File: src/rtl/bfr_pkg.sv
`default_nettype none

package bfr_pkg;

  // Fixed field widths of the stream payloads.
  localparam int CountW   = 5;
  localparam int DataW    = 8;
  localparam int TdataW   = 16;

  // Defaults for the top-level parameters.
  localparam int DepthDefault       = 16;
  localparam int ElementBitsDefault = 8;

  // Largest number of data beats that one read request may produce.
  localparam int MaxResults = 16;

  // Capacity register value after reset.
  localparam logic [CountW-1:0] CapReset = 5'd16;

  // Input selector codes (s_tuser).
  localparam logic OpWrite = 1'b0;
  localparam logic OpRead  = 1'b1;

  // Output kind codes (m_tuser).
  localparam logic KindStatus = 1'b0;
  localparam logic KindRead   = 1'b1;

  // Status codes.
  localparam logic StatAccepted = 1'b0;
  localparam logic StatRejected = 1'b1;

endpackage

`default_nettype wire

File: src/rtl/bfr_ram.sv
`default_nettype none

module bfr_ram #(
  parameter int WIDTH = 8,
  parameter int DEPTH = 16
) (
  input  wire logic                     clk_i,
  input  wire logic                     we_i,
  input  wire logic [$clog2(DEPTH)-1:0] waddr_i,
  input  wire logic [WIDTH-1:0]         wdata_i,
  input  wire logic                     re_i,
  input  wire logic [$clog2(DEPTH)-1:0] raddr_i,
  output logic      [WIDTH-1:0]         rdata_o
);

  logic [WIDTH-1:0] mem_q [DEPTH];
  logic [WIDTH-1:0] rdata_q;

  always_ff @(posedge clk_i) begin
    if (we_i) begin
      mem_q[waddr_i] <= wdata_i;
    end
    if (re_i) begin
      rdata_q <= mem_q[raddr_i];
    end
  end

  assign rdata_o = rdata_q;

endmodule

`default_nettype wire

File: src/rtl/bfr_alu.sv
`default_nettype none

// Shared subtractor: gives a - b and the borrow, which is set when a < b.
module bfr_alu #(
  parameter int WIDTH = 5
) (
  input  wire logic [WIDTH-1:0] a_i,
  input  wire logic [WIDTH-1:0] b_i,
  output logic      [WIDTH-1:0] diff_o,
  output logic                  borrow_o
);

  logic [WIDTH:0] full;

  assign full     = {1'b0, a_i} - {1'b0, b_i};
  assign diff_o   = full[WIDTH-1:0];
  assign borrow_o = full[WIDTH];

endmodule

`default_nettype wire

File: src/rtl/burst_ring_fifo.sv
// Ring FIFO with burst writes and burst reads, driven by a small sequencer.
// A write element passes the idle and position states, the first of a burst also
// the room and clip states where the shared subtractor sizes it. A read request
// passes idle and compare, then address and data per element (registered read).
// One item is in work at a time and the output register lets a result wait.
// Reset (async, active low): pointers, fill, burst state to zero, capacity to 16.
`default_nettype none

module burst_ring_fifo #(
  parameter int DEPTH        = bfr_pkg::DepthDefault,
  parameter int ELEMENT_BITS = bfr_pkg::ElementBitsDefault
) (
  input  wire logic                        clk_i,
  input  wire logic                        rst_ni,
  // Configuration: capacity register.
  input  wire logic                        cfg_we_i,
  input  wire logic [bfr_pkg::CountW-1:0]  cfg_wdata_i,
  // Input stream.
  input  wire logic                        s_tvalid_i,
  output logic                             s_tready_o,
  // [0] all_or_nothing, [5:1] burst_length, [13:6] data_in, [15:14] zero
  input  wire logic [bfr_pkg::TdataW-1:0]  s_tdata_i,
  input  wire logic                        s_tlast_i,  // last_in
  input  wire logic                        s_tuser_i,  // [0] opcode
  // Output stream.
  output logic                             m_tvalid_o,
  input  wire logic                        m_tready_i,
  // [0] status, [5:1] count, [13:6] data_out, [15:14] zero
  output logic      [bfr_pkg::TdataW-1:0]  m_tdata_o,
  output logic                             m_tlast_o,  // last_out
  output logic                             m_tuser_o   // [0] kind
);

  localparam int CW = bfr_pkg::CountW;
  localparam int PW = $clog2(DEPTH);
  // Level width: must hold DEPTH itself and any 5-bit length.
  localparam int LW = ($clog2(DEPTH + 1) > CW) ? $clog2(DEPTH + 1) : CW;
  localparam logic [CW-1:0] PosMax = {CW{1'b1}};

  // Sequencer states.
  localparam logic [2:0] StIdle  = 3'd0;
  localparam logic [2:0] StWRoom = 3'd1;
  localparam logic [2:0] StWClip = 3'd2;
  localparam logic [2:0] StWPos  = 3'd3;
  localparam logic [2:0] StRCmp  = 3'd4;
  localparam logic [2:0] StRAddr = 3'd5;
  localparam logic [2:0] StRData = 3'd6;

  logic [2:0]    state_q, state_d;

  logic [CW-1:0] cap_q;
  logic [PW-1:0] wp_q, rp_q;
  logic [LW-1:0] fill_q;
  logic          bact_q;
  logic          brej_q;
  logic [CW-1:0] bacc_q;
  logic [CW-1:0] bpos_q;
  logic [LW-1:0] room_q;
  logic [CW-1:0] n_q;
  logic [CW-1:0] idx_q;

  // Latched input item.
  logic          aon_q;
  logic [CW-1:0] len_q;
  logic [bfr_pkg::DataW-1:0] din_q;
  logic          last_q;

  // Output register.
  logic          m_valid_q;
  logic          m_kind_q, m_status_q, m_last_q;
  logic [CW-1:0] m_count_q;
  logic [bfr_pkg::DataW-1:0] m_data_q;

  logic s_acc;
  logic out_free;
  assign s_tready_o = (state_q == StIdle);
  assign s_acc      = s_tvalid_i && s_tready_o;
  assign out_free   = !m_valid_q || m_tready_i;

  // Effective capacity: zero acts as one, anything above DEPTH as DEPTH.
  logic [LW-1:0] cap_ext, eff_cap;
  assign cap_ext = LW'(cap_q);
  always_comb begin
    if (cap_q == '0) begin
      eff_cap = LW'(1);
    end else if (cap_ext > LW'(DEPTH)) begin
      eff_cap = LW'(DEPTH);
    end else begin
      eff_cap = cap_ext;
    end
  end

  // Pointer advance with wrap at the effective capacity.
  logic [LW-1:0] wp_inc, rp_inc;
  logic [PW-1:0] wp_next, rp_next;
  assign wp_inc  = LW'(wp_q) + LW'(1);
  assign rp_inc  = LW'(rp_q) + LW'(1);
  assign wp_next = (wp_inc >= eff_cap) ? '0 : wp_inc[PW-1:0];
  assign rp_next = (rp_inc >= eff_cap) ? '0 : rp_inc[PW-1:0];

  // Shared subtractor and its operand selection.
  logic [LW-1:0] alu_a, alu_b, alu_diff;
  logic          alu_borrow;

  always_comb begin
    alu_a = fill_q;
    alu_b = LW'(len_q);
    unique case (state_q)
      StWRoom: begin
        alu_a = eff_cap;
        alu_b = fill_q;
      end
      StWClip: begin
        alu_a = room_q;
        alu_b = LW'(len_q);
      end
      StWPos: begin
        alu_a = LW'(bpos_q);
        alu_b = LW'(bacc_q);
      end
      StRData: begin
        alu_a = fill_q;
        alu_b = LW'(n_q);
      end
      default: begin
        alu_a = fill_q;
        alu_b = LW'(len_q);
      end
    endcase
  end

  bfr_alu #(
    .WIDTH (LW)
  ) u_alu (
    .a_i      (alu_a),
    .b_i      (alu_b),
    .diff_o   (alu_diff),
    .borrow_o (alu_borrow)
  );

  // Read count after clipping to the stored level and the result limit.
  logic [LW-1:0] rd_sel;
  logic [CW-1:0] rd_n;
  assign rd_sel = alu_borrow ? fill_q : LW'(len_q);
  assign rd_n   = (rd_sel > LW'(bfr_pkg::MaxResults)) ? CW'(bfr_pkg::MaxResults)
                                                      : rd_sel[CW-1:0];

  logic          rd_last;
  assign rd_last = (CW'(idx_q + CW'(1)) == n_q);

  // Storage.
  logic                    ram_we, ram_re;
  logic [ELEMENT_BITS-1:0] ram_rdata;

  bfr_ram #(
    .WIDTH (ELEMENT_BITS),
    .DEPTH (DEPTH)
  ) u_ram (
    .clk_i   (clk_i),
    .we_i    (ram_we),
    .waddr_i (wp_q),
    .wdata_i (ELEMENT_BITS'(din_q)),
    .re_i    (ram_re),
    .raddr_i (rp_q),
    .rdata_o (ram_rdata)
  );

  // Sequencer control. A step that produces a result waits, with nothing
  // changed, until the output register can take it.
  logic          emit;
  logic          e_kind, e_status, e_last;
  logic [CW-1:0] e_count;
  logic [bfr_pkg::DataW-1:0] e_data;
  logic          w_go, w_store;

  assign w_go    = !last_q || out_free;
  assign w_store = alu_borrow;  // position below accepted count

  always_comb begin
    state_d  = state_q;
    emit     = 1'b0;
    e_kind   = bfr_pkg::KindStatus;
    e_status = bfr_pkg::StatAccepted;
    e_count  = '0;
    e_data   = '0;
    e_last   = 1'b1;
    ram_we   = 1'b0;
    ram_re   = 1'b0;
    unique case (state_q)
      StIdle: begin
        if (s_acc) begin
          if (s_tuser_i == bfr_pkg::OpRead) begin
            state_d = StRCmp;
          end else if (bact_q) begin
            state_d = StWPos;
          end else begin
            state_d = StWRoom;
          end
        end
      end
      StWRoom: begin
        state_d = StWClip;
      end
      StWClip: begin
        state_d = StWPos;
      end
      StWPos: begin
        if (w_go) begin
          ram_we = w_store;
          if (last_q) begin
            emit     = 1'b1;
            e_kind   = bfr_pkg::KindStatus;
            e_status = brej_q ? bfr_pkg::StatRejected : bfr_pkg::StatAccepted;
            e_count  = bacc_q;
          end
          state_d = StIdle;
        end
      end
      StRCmp: begin
        if (aon_q && alu_borrow) begin
          if (out_free) begin
            emit     = 1'b1;
            e_kind   = bfr_pkg::KindRead;
            e_status = bfr_pkg::StatRejected;
            state_d  = StIdle;
          end
        end else if (rd_n == '0) begin
          if (out_free) begin
            emit    = 1'b1;
            e_kind  = bfr_pkg::KindRead;
            state_d = StIdle;
          end
        end else begin
          state_d = StRAddr;
        end
      end
      StRAddr: begin
        ram_re  = 1'b1;
        state_d = StRData;
      end
      StRData: begin
        if (out_free) begin
          emit    = 1'b1;
          e_kind  = bfr_pkg::KindRead;
          e_count = n_q;
          e_data  = ram_rdata[bfr_pkg::DataW-1:0];
          e_last  = rd_last;
          state_d = rd_last ? StIdle : StRAddr;
        end
      end
      default: begin
        state_d = StIdle;
      end
    endcase
  end

  // Control state.
  always_ff @(posedge clk_i or negedge rst_ni) begin
    if (!rst_ni) begin
      state_q <= StIdle;
      cap_q   <= bfr_pkg::CapReset;
      wp_q    <= '0;
      rp_q    <= '0;
      fill_q  <= '0;
      bact_q  <= 1'b0;
      brej_q  <= 1'b0;
      bacc_q  <= '0;
      bpos_q  <= '0;
    end else begin
      state_q <= state_d;
      if (cfg_we_i) begin
        // A new capacity empties the FIFO and drops any open write burst.
        cap_q  <= cfg_wdata_i;
        wp_q   <= '0;
        rp_q   <= '0;
        fill_q <= '0;
        bact_q <= 1'b0;
        brej_q <= 1'b0;
        bacc_q <= '0;
        bpos_q <= '0;
      end else begin
        unique case (state_q)
          StWClip: begin
            bact_q <= 1'b1;
            bpos_q <= '0;
            if (!alu_borrow) begin
              bacc_q <= len_q;
              brej_q <= 1'b0;
            end else if (aon_q) begin
              bacc_q <= '0;
              brej_q <= 1'b1;
            end else begin
              // Room is below the length here, so it fits the count width.
              bacc_q <= room_q[CW-1:0];
              brej_q <= 1'b0;
            end
          end
          StWPos: begin
            if (w_go) begin
              if (w_store) begin
                wp_q   <= wp_next;
                fill_q <= fill_q + LW'(1);
              end
              if (last_q) begin
                bact_q <= 1'b0;
                brej_q <= 1'b0;
                bacc_q <= '0;
                bpos_q <= '0;
              end else if (bpos_q != PosMax) begin
                bpos_q <= bpos_q + CW'(1);
              end
            end
          end
          StRData: begin
            if (out_free) begin
              rp_q <= rp_next;
              if (rd_last) begin
                fill_q <= alu_diff;
              end
            end
          end
          default: begin
          end
        endcase
      end
    end
  end

  // Datapath registers of the sequencer.
  always_ff @(posedge clk_i) begin
    if (s_acc) begin
      aon_q  <= s_tdata_i[0];
      len_q  <= s_tdata_i[5:1];
      din_q  <= s_tdata_i[13:6];
      last_q <= s_tlast_i;
    end
    if (state_q == StWRoom) begin
      room_q <= alu_diff;
    end
    if (state_q == StRCmp) begin
      n_q   <= rd_n;
      idx_q <= '0;
    end else if (state_q == StRData && out_free) begin
      idx_q <= idx_q + CW'(1);
    end
  end

  // Output register: loads whenever it is empty or being drained.
  always_ff @(posedge clk_i or negedge rst_ni) begin
    if (!rst_ni) begin
      m_valid_q <= 1'b0;
    end else if (emit) begin
      m_valid_q <= 1'b1;
    end else if (m_tready_i) begin
      m_valid_q <= 1'b0;
    end
  end

  always_ff @(posedge clk_i) begin
    if (emit) begin
      m_kind_q   <= e_kind;
      m_status_q <= e_status;
      m_count_q  <= e_count;
      m_data_q   <= e_data;
      m_last_q   <= e_last;
    end
  end

  assign m_tvalid_o = m_valid_q;
  assign m_tdata_o  = {2'b00, m_data_q, m_count_q, m_status_q};
  assign m_tlast_o  = m_last_q;
  assign m_tuser_o  = m_kind_q;

endmodule

`default_nettype wire

File: config.mk
export PLATFORM = sky130hd
export DESIGN_NAME = burst_ring_fifo
export DESIGN_NICKNAME = d
export VERILOG_FILES = /design/src/rtl/bfr_pkg.sv /design/src/rtl/bfr_ram.sv /design/src/rtl/bfr_alu.sv /design/src/rtl/burst_ring_fifo.sv
export SDC_FILE = /design/constraint.sdc
export NUM_CORES = 1
export LEC_CHECK = 0
export ABC_AREA = 1
export BUFFER_PORTS_ARGS = -buffer_cell sky130_fd_sc_hd__buf_4
export CELL_PAD_IN_SITES_DETAIL_PLACEMENT = 1
export CELL_PAD_IN_SITES_GLOBAL_PLACEMENT = 1
export CORE_MARGIN = 3
export CORE_UTILIZATION = 54
export CTS_CLUSTER_DIAMETER = 120
export DETAILED_ROUTE_END_ITERATION = 10
export GPL_TIMING_DRIVEN = 0
export PLACE_DENSITY_LB_ADDON = 0.1
export SYNTH_ARGS = -nofsm -noshare
export SYNTH_HDL_FRONTEND = slang
export SYNTH_SLANG_ARGS = --single-unit
File: constraint.sdc
create_clock -name clk_i -period 9.85 [get_ports clk_i]
set_clock_uncertainty 0.05 [all_clocks]
set_input_delay 0 -clock clk_i [delete_from_list [all_inputs] [get_ports clk_i]]
set_output_delay 0 -clock clk_i [all_outputs]
set_load 0.02 [all_outputs]
# --- After elaboration in Yosys (flattened, before gate mapping) ---
# Memory sizes are Yosys's and may differ from the RTL's. A register that Yosys moved wholly into a read port is not among the register bits.
# Index checks and enable logic that the tools add are counted.
op_classes:
  n_addsub: 6
  order_cmp: 4
  n_eq_ne: 17
  mux: 73
  n_reduce_logical: 25
ops:
  columns: ["op", "count"]
  rows:
  - ["5-bit two-way mux", 21]
  - ["5-bit case mux with 2 select lines", 4]
  - ["4-bit two-way mux", 9]
  - ["5-bit case mux with 3 select lines", 2]
  - ["3-bit two-way mux", 8]
  - ["1-bit two-way mux", 22]
  - ["3-bit case mux with 7 select lines", 1]
  - ["5-bit by 1-bit adder with 5-bit output, second input constant", 3]
  - ["3-bit inequality test, second input constant", 4]
  - ["3-bit AND reduction", 4]
  - ["2-bit nonzero test", 6]
  - ["4-bit by 1-bit adder with 5-bit output, second input constant", 2]
  - ["5-bit greater-or-equal comparator", 2]
  - ["5-bit greater-than comparator, second input constant", 2]
  - ["5-bit zero test", 2]
  - ["3-bit equality test, second input constant", 3]
  - ["1-bit case mux with 2 select lines", 4]
  - ["3-bit by 2-bit equality test with 1-bit output, second input constant", 2]
  - ["3-bit nonzero test", 2]
  - ["5-bit by 5-bit subtractor with 6-bit output", 1]
  - ["5-bit equality test", 1]
  - ["5-bit inequality test, second input constant", 1]
  - ["5-bit AND reduction", 1]
  - ["2-bit inequality test, second input constant", 2]
  - ["other kinds (11)", 16]
word_totals:
  register_bits: 80
  mem_bits_rw: 128
  in_bits: 28
  out_inout_bits: 20
  word_cells: 148
  mem_count: 1
memory_table:
  columns: ["name", "depth", "width", "read_ports", "rd_clocked_by_memory_dff", "write_ports", "line", "rtl"]
  rows:
  - ["u_ram.mem_q", 16, 8, 1, 1, 1, "bfr_ram.sv:16", "logic [WIDTH-1:0] mem_q [DEPTH];"]

# --- Depth between registers and ports, before layout ---
# Gate-level depths: netlist (run 1).
depth:
  ltp_word: 13
  ltp_mapped: 24

# --- Cells and area by module ---
# A second synthesis (run 1) with hierarchy kept.
unflattened:
  cells_unflattened: 1090
  hier_area_um2: 10457.5
modules_own_cells:
  columns: ["module", "instances", "cells_each", "area_each_um2", "seq_area_each_um2"]
  rows:
  - ["bfr_ram", 1, 551, 5846.9, 4083.9]
  - ["burst_ring_fifo", 1, 491, 4336.7, 2183.3]
  - ["bfr_alu", 1, 48, 274.0, 0.0]

# --- Least setup slack after synthesis (run 1) ---
# No wires, ideal clock.
synth_path:
  kind: "register to register"
  startpoint: "reg state_q[1]"
  endpoint: "reg m_count_q[0] (enable)"
  setup_ps: 375
  t_arrival_ps: 3101
  required_ps: 9425
  slack_ps: 6324
  stages_incl_launch_ff: 17
  synth_period_minus_slack_ps: 3526
  cell_sequence: "dfrtp_1 > inv_1 > nand2_1 > nor2_1 > inv_1 > o221ai_1 > a21oi_1 > ha_1 > nand2_1 > inv_1 > nand2_1 > nand3_4 > o21ai_0 > nand3_1 > nand2_1 > nand3_1 > nand3_1"
synth_between:
  elab_chain_cells: 10
  word_cells_on_any_way: 16
  cone_classes: "1 x add/sub; 1 x order compare; 5 x eq/ne; 7 x mux; 2 x reduce/logical"
synth_rtl:
  columns: ["item", "line", "rtl"]
  rows:
  - ["start: declaration", "burst_ring_fifo.sv:49", "logic [2:0] state_q, state_d;"]
  - ["start signal: assignment", "burst_ring_fifo.sv:260", "state_q <= StIdle;"]
  - ["start signal: assignment", "burst_ring_fifo.sv:270", "state_q <= state_d;"]
  - ["3-bit by 2-bit equality test with 1-bit output, or another cell as far along", "burst_ring_fifo.sv:108, burst_ring_fifo.sv:189", null]
  - ["5-bit case mux with 3 select lines", "burst_ring_fifo.sv:108", "unique case (state_q)"]
  - ["5-bit by 5-bit subtractor with 6-bit output", "bfr_alu.sv:15", "assign full = {1'b0, a_i} - {1'b0, b_i};"]
  - ["5-bit two-way mux", "burst_ring_fifo.sv:144", "assign rd_sel = alu_borrow ? fill_q : LW'(len_q);"]
  - ["5-bit greater-than comparator", "burst_ring_fifo.sv:145", "assign rd_n = (rd_sel > LW'(bfr_pkg::MaxResults)) ? CW'(bfr_pkg::MaxResults)"]
  - ["5-bit two-way mux", "burst_ring_fifo.sv:145", null]
  - ["5-bit zero test", "burst_ring_fifo.sv:227", "end else if (rd_n == '0) begin"]
  - ["1-bit two-way mux", "burst_ring_fifo.sv:227", null]
  - ["1-bit two-way mux", "burst_ring_fifo.sv:220", "if (aon_q && alu_borrow) begin"]
  - ["1-bit case mux with 3 select lines *", "burst_ring_fifo.sv:189", "unique case (state_q)"]
  - ["named net emit", "burst_ring_fifo.sv:170", "logic emit;"]
  - ["end signal: assignment", "burst_ring_fifo.sv:363", "m_count_q <= e_count;"]
  - ["end: declaration", "burst_ring_fifo.sv:71", "logic [CW-1:0] m_count_q;"]
# Mark *: on every way through the listed nets, which the timed path passes. The rest lies on a longest branch.
# A chain may end at the register's enable or synchronous reset.

# --- Worst setup path in the final report (run 1) ---
layout_path:
  startpoint: "reg state_q[1]"
  endpoint: "mem u_ram.mem_q[3][0] (enable)"
layout_between:
  elab_chain_cells: 7
  word_cells_on_any_way: 11
  cone_classes: "1 x add/sub; 4 x eq/ne; 6 x mux"
layout_rtl:
  columns: ["item", "line", "rtl"]
  rows:
  - ["3-bit by 2-bit equality test with 1-bit output, or another cell as far along", "burst_ring_fifo.sv:108, burst_ring_fifo.sv:189", null]
  - ["5-bit case mux with 3 select lines", "burst_ring_fifo.sv:108", null]
  - ["5-bit by 5-bit subtractor with 6-bit output", "bfr_alu.sv:15", null]
  - ["1-bit two-way mux", "burst_ring_fifo.sv:208", "if (w_go) begin"]
  - ["1-bit two-way mux *", "burst_ring_fifo.sv:189", null]
  - ["1-bit two-way mux *", "bfr_ram.sv:20", "if (we_i) begin"]
  - ["1-bit two-way mux (not written as such) *", "bfr_ram.sv:21", "mem_q[waddr_i] <= wdata_i;"]
  - ["end: declaration", "bfr_ram.sv:16", null]
# Mark *: on every way between the ends. The rest lies on a longest branch, timed or not.

==> impl_metrics.env, run 1 <==
export IMPL_status="completed"
export IMPL_cap_violations=0
export IMPL_crit_chain="inv_1 > nand2_1 > nor2_1 > inv_1 > o22ai_1 > nor3_1 > a21oi_1 > ha_1 > inv_1 > nand2_1 > nand3_4 > nor3_4 > inv_1 > nor3_1"
export IMPL_synth_edf_count=177
export IMPL_ctsRootBufferMaster="clkbuf_16"
export IMPL_n_antenna_cell=0
export IMPL_grt_start_max_net_pins=34
export IMPL_worst_setup_path_end_kind="register"
export IMPL_cp_top_family="simple AND/OR/NAND/NOR gates"
export IMPL_period_needed_ps=4850
export IMPL_avgSynthCellArea_um2=11.5
export IMPL_vias_per_cell=6.01
export IMPL_postSynthCellCount=854
export IMPL_grt_pass1_wl_um=44600
export IMPL_synth_area_leader_cell="edfxtp_1"
export IMPL_path_class="register to register"
export IMPL_cts_resized=0
export IMPL_synth_simple_area_share=0.0915
export IMPL_yosys_area_share_adder=0.0326
export IMPL_cts_buffers=23
export IMPL_core_area_um2=17500
export IMPL_start_util=0.560
export IMPL_min_delay_path_depth=2
export IMPL_die_area_um2=19900
export IMPL_grt_overflow_total=0
export IMPL_p_sw_frac=0.356
export IMPL_ys_seq_area_frac=0.638
export IMPL_cp_arrival_ps=4910
export IMPL_crit_buf_inv=4
export IMPL_syn_cell_area_um2=9830
export IMPL_cts_tree="done"
export IMPL_rsz0062_at_grt="no"
export IMPL_layout_commonest_cell="edfxtp_1"
export IMPL_post_drt_wl_per_cell_um=24.0
export IMPL_tns_ps=0
export IMPL_setup_reg_to_reg_worst_slack_ps=5000
export IMPL_async_flop_share=0.157
export IMPL_setup_viol=0
export IMPL_port_buffers=43
export IMPL_synth_xor_area_share=0.0125
export IMPL_critPathMaxFanout=10
export IMPL_hold_end="din_q[2]"
export IMPL_slowest_stage="nor3_1"
export IMPL_cp_required_ps=9910
export IMPL_grt_usage=0.294
export IMPL_cts_clk_slew_worst_paths_ps=60
export IMPL_ys_seq_elements=216
export IMPL_power_internal_uw=1970
export IMPL_synth_area_leaders="edfxtp_1 54%, dfrtp_1 8.4%, inv_1 4.6%"
export IMPL_nets=1007
export IMPL_clock_latency_ps=510
export IMPL_drc_errors=0
export IMPL_area_growth_syn_to_layout_pct=17.0
export IMPL_seqPwrFrac=0.406
export IMPL_grt_pass1_vias=7601
export IMPL_pwr_share_comb=0.314
export IMPL_period_share=0.492
export IMPL_antenna_found_initial=0
export IMPL_first_pass_iters=5
export IMPL_ios=48
export IMPL_p_switching_uw=1090
export IMPL_detail_route_antenna_nets=0
export IMPL_hp_class="primary input to register"
export IMPL_htree_levels=1
export IMPL_drive_gt1_frac=0.117
export IMPL_fp_row_count=48
export IMPL_crit_top_cell="inv_1"
export IMPL_hpwl_um=19800
export IMPL_cpPeakStageDelay_ps=1030
export IMPL_p_per_area_nw_per_um2=266
export IMPL_hold_viol_final=0
export IMPL_wirelength_um=28600
export IMPL_worstHoldStart="s_tdata_i[8]"
export IMPL_worst_pin_slew_ps=1310
export IMPL_synth_compound_area_frac=0.129
export IMPL_cts_max_path_buffers=3
export IMPL_clock_fmax_ghz=0.206
export IMPL_power_leakage_uw=0.00443
export IMPL_vdd_drop_max_mv=0.173
export IMPL_synth_warning_count=0
export IMPL_clkPwrFrac=0.280
export IMPL_total_power_uw=3060
export IMPL_synth_top_family_by_area="compound AO/OA/AOI/OAI gates"
export IMPL_reg2reg_to="u_ram.mem_q[3][0]"
export IMPL_ys_types=54
export IMPL_r2r_start="state_q[1]"
export IMPL_die_x_um=141
export IMPL_relSlewSlack=0.119
export IMPL_drtIter0Drc=837
export IMPL_numClockSinks=216
export IMPL_layout_common_cells="177 x edfxtp_1, 120 x inv_1, 95 x nand2_1, 68 x o21ai_0, 56 x a21oi_1"
export IMPL_muxShareOfSynthArea=0.0336
export IMPL_place_gp_congestion=0.917
export IMPL_synth_top_flop_cell="edfxtp_1"
export IMPL_die_h_um=141
export IMPL_startpoint_type="register"
export IMPL_vias=7172
export IMPL_maxSlewViolCount=0
export IMPL_synth_top_cell_area_share=0.541
export IMPL_worstRegToRegCells=14
## what timing repair did
item                                   CTS  global route
buffers inserted                         0             0
endpoints found under the hold margin   83             0
hold buffers                            30             0
## metrics by stage
step / worst slack, ps / util / hold WS, ps / cells / area [um2]
after floorplan: 6320 / - / -346 / 855 / 9830
after global placement: 5140 / 0.595 / -70.8 / 1123 / 10400
after detailed placement: 4980 / 0.596 / -51.2 / 1124 / 10500
after CTS: 4910 / 0.655 / 150 / 1193 / 11500
after global routing: 4630 / 0.656 / 157 / 1193 / 11500
final: 5000 / 0.656 / 165 / 1193 / 11500
## registers in the layout, summed over array words and instances (netlist names), 4 cells and up
register	count
wp_q	4
fill_q	5
u_ram.rdata_o	8
u_ram.mem_q	128
rp_q	4
din_q	8
room_q	5
n_q	5
idx_q	5
bpos_q	5
m_count_q	5
len_q	5
bacc_q	5
m_data_q	8
cap_ext	5
## synth_stat cells, types with 2 or more instances
cell type	n
nor2_1	52
o21ai_0	68
nor2_8	2
dfrtp_1	33
mux2i_1	33
clkbuf_1	17
xor2_1	8
nor3_1	8
o221ai_1	5
dfxtp_1	5
inv_1	120
a32o_1	2
a21oi_1	56
nand2_1	95
clkinv_1	2
buf_2	7
ha_1	24
buf_4	4
o21bai_1	2
nand4_1	3
inv_2	7
edfxtp_1	177
a22o_1	2
nand3_1	31
xnor2_1	6
o211ai_1	34
a21boi_0	2
o22ai_1	16
o21a_1	2
nand2_2	2
nor2_2	2
a22oi_1	2
o21ai_1	4
## power groups by stage
stage	clock, uW	combinational, uW	sequential (uW)
floorplan	0	588	1250
global placement	0	866	1250
detailed placement	0	914	1260
CTS	861	945	1250
global route	900	1050	1260
finish	859	960	1240
## worst max-delay path by stage
stage / from / end / slack, ps / depth (start not counted)
3_5_place_dp: state_q[1] / u_ram.mem_q[11][0] / 4980 / 14
3_3_place_gp: state_q[1] / u_ram.mem_q[3][6] / 5140 / 12
2_1_floorplan: state_q[1] / m_count_q[0] / 6320 / 16
5_1_grt: state_q[1] / u_ram.mem_q[3][7] / 4630 / 14
6_report: state_q[1] / u_ram.mem_q[3][0] / 5000 / 14
4_1_cts: state_q[1] / u_ram.mem_q[11][5] / 4910 / 14
## metal layers
metal | vias to the layer above | global-route usage | part of all wire
li1 | 3220 | - | -
met1 | 3622 | 0.423 | 0.43
met4 | 0 | 0.0821 | 0.028
met5 | - | 0 | 0
met2 | 271 | 0.475 | 0.48
met3 | 59 | 0.0393 | 0.068
## cell families (layout without fill, tap and decap cells)
family | count (synthesis) | count (layout)
xor+xnor | 14 | 14
compound gates | 206 | 206
other cells | 1 | 2
fa+ha+maj | 25 | 25
mux | 33 | 33
buf+inv | 158 | 271
simple gates | 201 | 201
flops | 216 | 216
## worst register-to-register path: stages (launching register included)
cell and delay (ps):
dfrtp_1 420, inv_1 120, nand2_1 80, nor2_1 690
inv_1 350, o22ai_1 250, nor3_1 70, a21oi_1 280
ha_1 270, inv_1 90, nand2_1 110, nand3_4 150
nor3_4 300, inv_1 210, nor3_1 1030
## final cells by class
type	count	area (um2)
Buffer	29	133
Clock buffer	30	602
Clock inverter	9	128
Fill cell	1764	6040
Inverter	129	484
Multi-Input combinational cell	481	2960
Sequential cell	216	6270
Tap cell	225	282
Timing Repair Buffer	74	644
Power figures use the tool's default switching activity.
==> inputs of run 2 (changes only) <==
Settings changed: CORE_UTILIZATION 54 to 45.
Clock period 9.85 ns to 4.2 ns, I/O delays scaled along.
==> run 2 against run 1 <==
Compared with the run above: fmax up 20%; count of clock-buffer cells in the layout down 3; critical path type unchanged; highest routed layer unchanged; flip-flop and latch count unchanged.
==> impl_metrics.env, run 2 (same netlist as run 1, synthesis figures left out) <==
export IMPL_vias=7035
export IMPL_post_drt_wl_per_cell_um=22.1
export IMPL_startpoint_type="register"
export IMPL_fp_row_count=53
export IMPL_ios=48
export IMPL_grt_usage=0.230
export IMPL_dp_worst_setup_slack_ps=-493
export IMPL_power_leakage_uw=0.00447
export IMPL_status="completed"
export IMPL_first_pass_iters=5
export IMPL_cts_buffers=23
export IMPL_period_needed_ps=4040
export IMPL_wirelength_um=27600
export IMPL_core_area_um2=21200
export IMPL_p_per_area_nw_per_um2=613
export IMPL_clock_latency_ps=520
export IMPL_largest_reg_flops=128
export IMPL_start_util=0.463
export IMPL_grt_pass1_vias=7323
export IMPL_setup_slack_ps=156
export IMPL_numClockSinks=216
export IMPL_multiInputGateArea_um2=3030
export IMPL_area_growth_syn_to_layout_pct=18.9
export IMPL_htree_levels=1
export IMPL_slowest_stage="nor3_2"
export IMPL_largest_register="u_ram.mem_q"
export IMPL_cts_clk_slew_worst_paths_ps=60
export IMPL_ctsRootBufferMaster="clkbuf_16"
export IMPL_setup_viol=0
export IMPL_fillers=2227
export IMPL_hp_class="primary input to register"
export IMPL_critPathMaxFanout=10
export IMPL_drtIter0Drc=578
export IMPL_worst_setup_path_end_kind="register"
export IMPL_die_area_um2=23600
export IMPL_crit_chain="buf_4 > inv_1 > nor2_8 > inv_2 > nand2_1 > nor2_4 > a21oi_1 > ha_2 > a21oi_4 > nand3_4 > nor3_4 > inv_1 > nor3_2"
export IMPL_grt_pass1_wl_um=42100
export IMPL_path_class="register to register"
export IMPL_place_gp_congestion=0.889
export IMPL_layout_commonest_cell="edfxtp_1"
export IMPL_antenna_found_initial=0
export IMPL_relSlewSlack=0.369
export IMPL_clock_fmax_ghz=0.247
export IMPL_dp_cells=1174
export IMPL_vias_per_cell=5.62
export IMPL_seqCellArea_um2=6270
export IMPL_cp_arrival_ps=4130
export IMPL_drive_gt1_frac=0.136
export IMPL_detail_route_antenna_nets=0
export IMPL_maxSlewViolCount=0
export IMPL_layout_common_cells="177 x edfxtp_1, 120 x inv_1, 95 x nand2_1, 67 x o21ai_0, 56 x a21oi_1"
export IMPL_grt_overflow_total=0
export IMPL_instances_no_fill=1251
export IMPL_port_buffers=43
export IMPL_cpPeakStageDelay_ps=750
export IMPL_cts_tree="done"
export IMPL_period_share=0.963
export IMPL_cap_violations=0
export IMPL_crit_top_cell="inv_1"
export IMPL_die_h_um=154
export IMPL_worst_pin_slew_ps=942
export IMPL_die_x_um=154
export IMPL_nets=1012
export IMPL_cp_required_ps=4290
export IMPL_rsz0062_at_grt="yes"
export IMPL_hold_viol_final=0
export IMPL_drc_errors=0
export IMPL_grt_start_max_net_pins=34
export IMPL_tns_ps=0
export IMPL_vdd_drop_max_mv=0.308
export IMPL_cts_max_path_buffers=3
export IMPL_hpwl_um=19300
[run 2: worst paths after layout]
check	depth (start not counted)	endpoint	start	slack (ps)
setup reg to reg	13	u_ram.mem_q[15][5]	state_q[2]	160
setup / recovery	13	u_ram.mem_q[15][5]	state_q[2]	160
hold / removal	2	din_q[6]	s_tdata_i[12]	160
min in group asynchronous	3	cap_ext[4]	rst_ni	480
max in group asynchronous	4	m_tvalid_o	rst_ni	3400
hold reg to reg	1	bacc_q[2]	bacc_q[2]	450
[run 2: layout make-up]
type | instances | share of cell area
multi-input combinational | 481 | 0.259
inverter | 129 | 0.0414
tap | 275 | 0.0294
timing repair buffer | 79 | 0.0590
buffer | 29 | 0.0114
clock buffer | 27 | 0.0505
antenna | 1 | 0.000214
clock inverter | 14 | 0.0125
sequential | 216 | 0.536
[run 2: per-layer routing]
layer,track usage,vias up,part of all wire
li1,-,3236,-
met1,0.336,3574,0.47
met2,0.366,187,0.46
met3,0.0349,38,0.052
met4,0.0538,0,0.019
met5,0,-,0
[run 2: power by group]
part / switching [uW] / internal, uW / leakage [uW]
clock network: 825 / 1190 / 0.000363
logic: 1490 / 742 / 0.00201
registers: 203 / 2710 / 0.00210
total: 2520 / 4640 / 0.00447
[run 2: what timing repair did]
item,4_1_cts,5_1_grt
endpoints found under the hold margin,85,0
setup buffers,0,2
hold buffers,33,0
pin swaps,0,1
resized for setup,7,13
endpoints found under the setup margin,144,145
[run 2: worst max-delay path, delay by kind of cell (launching register included)]
kind                       cells  cell delay (ps)
adders and majority gates      1              360
and+or+nand+nor                6             1700
DFF                            1              330
AOI/OAI and AO/OA              2              470
buffers and inverters          4              720
[run 2: per-stage QoR]
step	power (uW)	util	area [um2]	hold WS (ps)
2_1_floorplan	4320	-	9830	-346
4_1_cts	7130	0.548	11600	129
6_report	7160	0.551	11700	160
5_1_grt	7540	0.550	11700	146
3_5_place_dp	5070	0.496	10500	-57.3
3_3_place_gp	4960	0.495	10500	-66.6
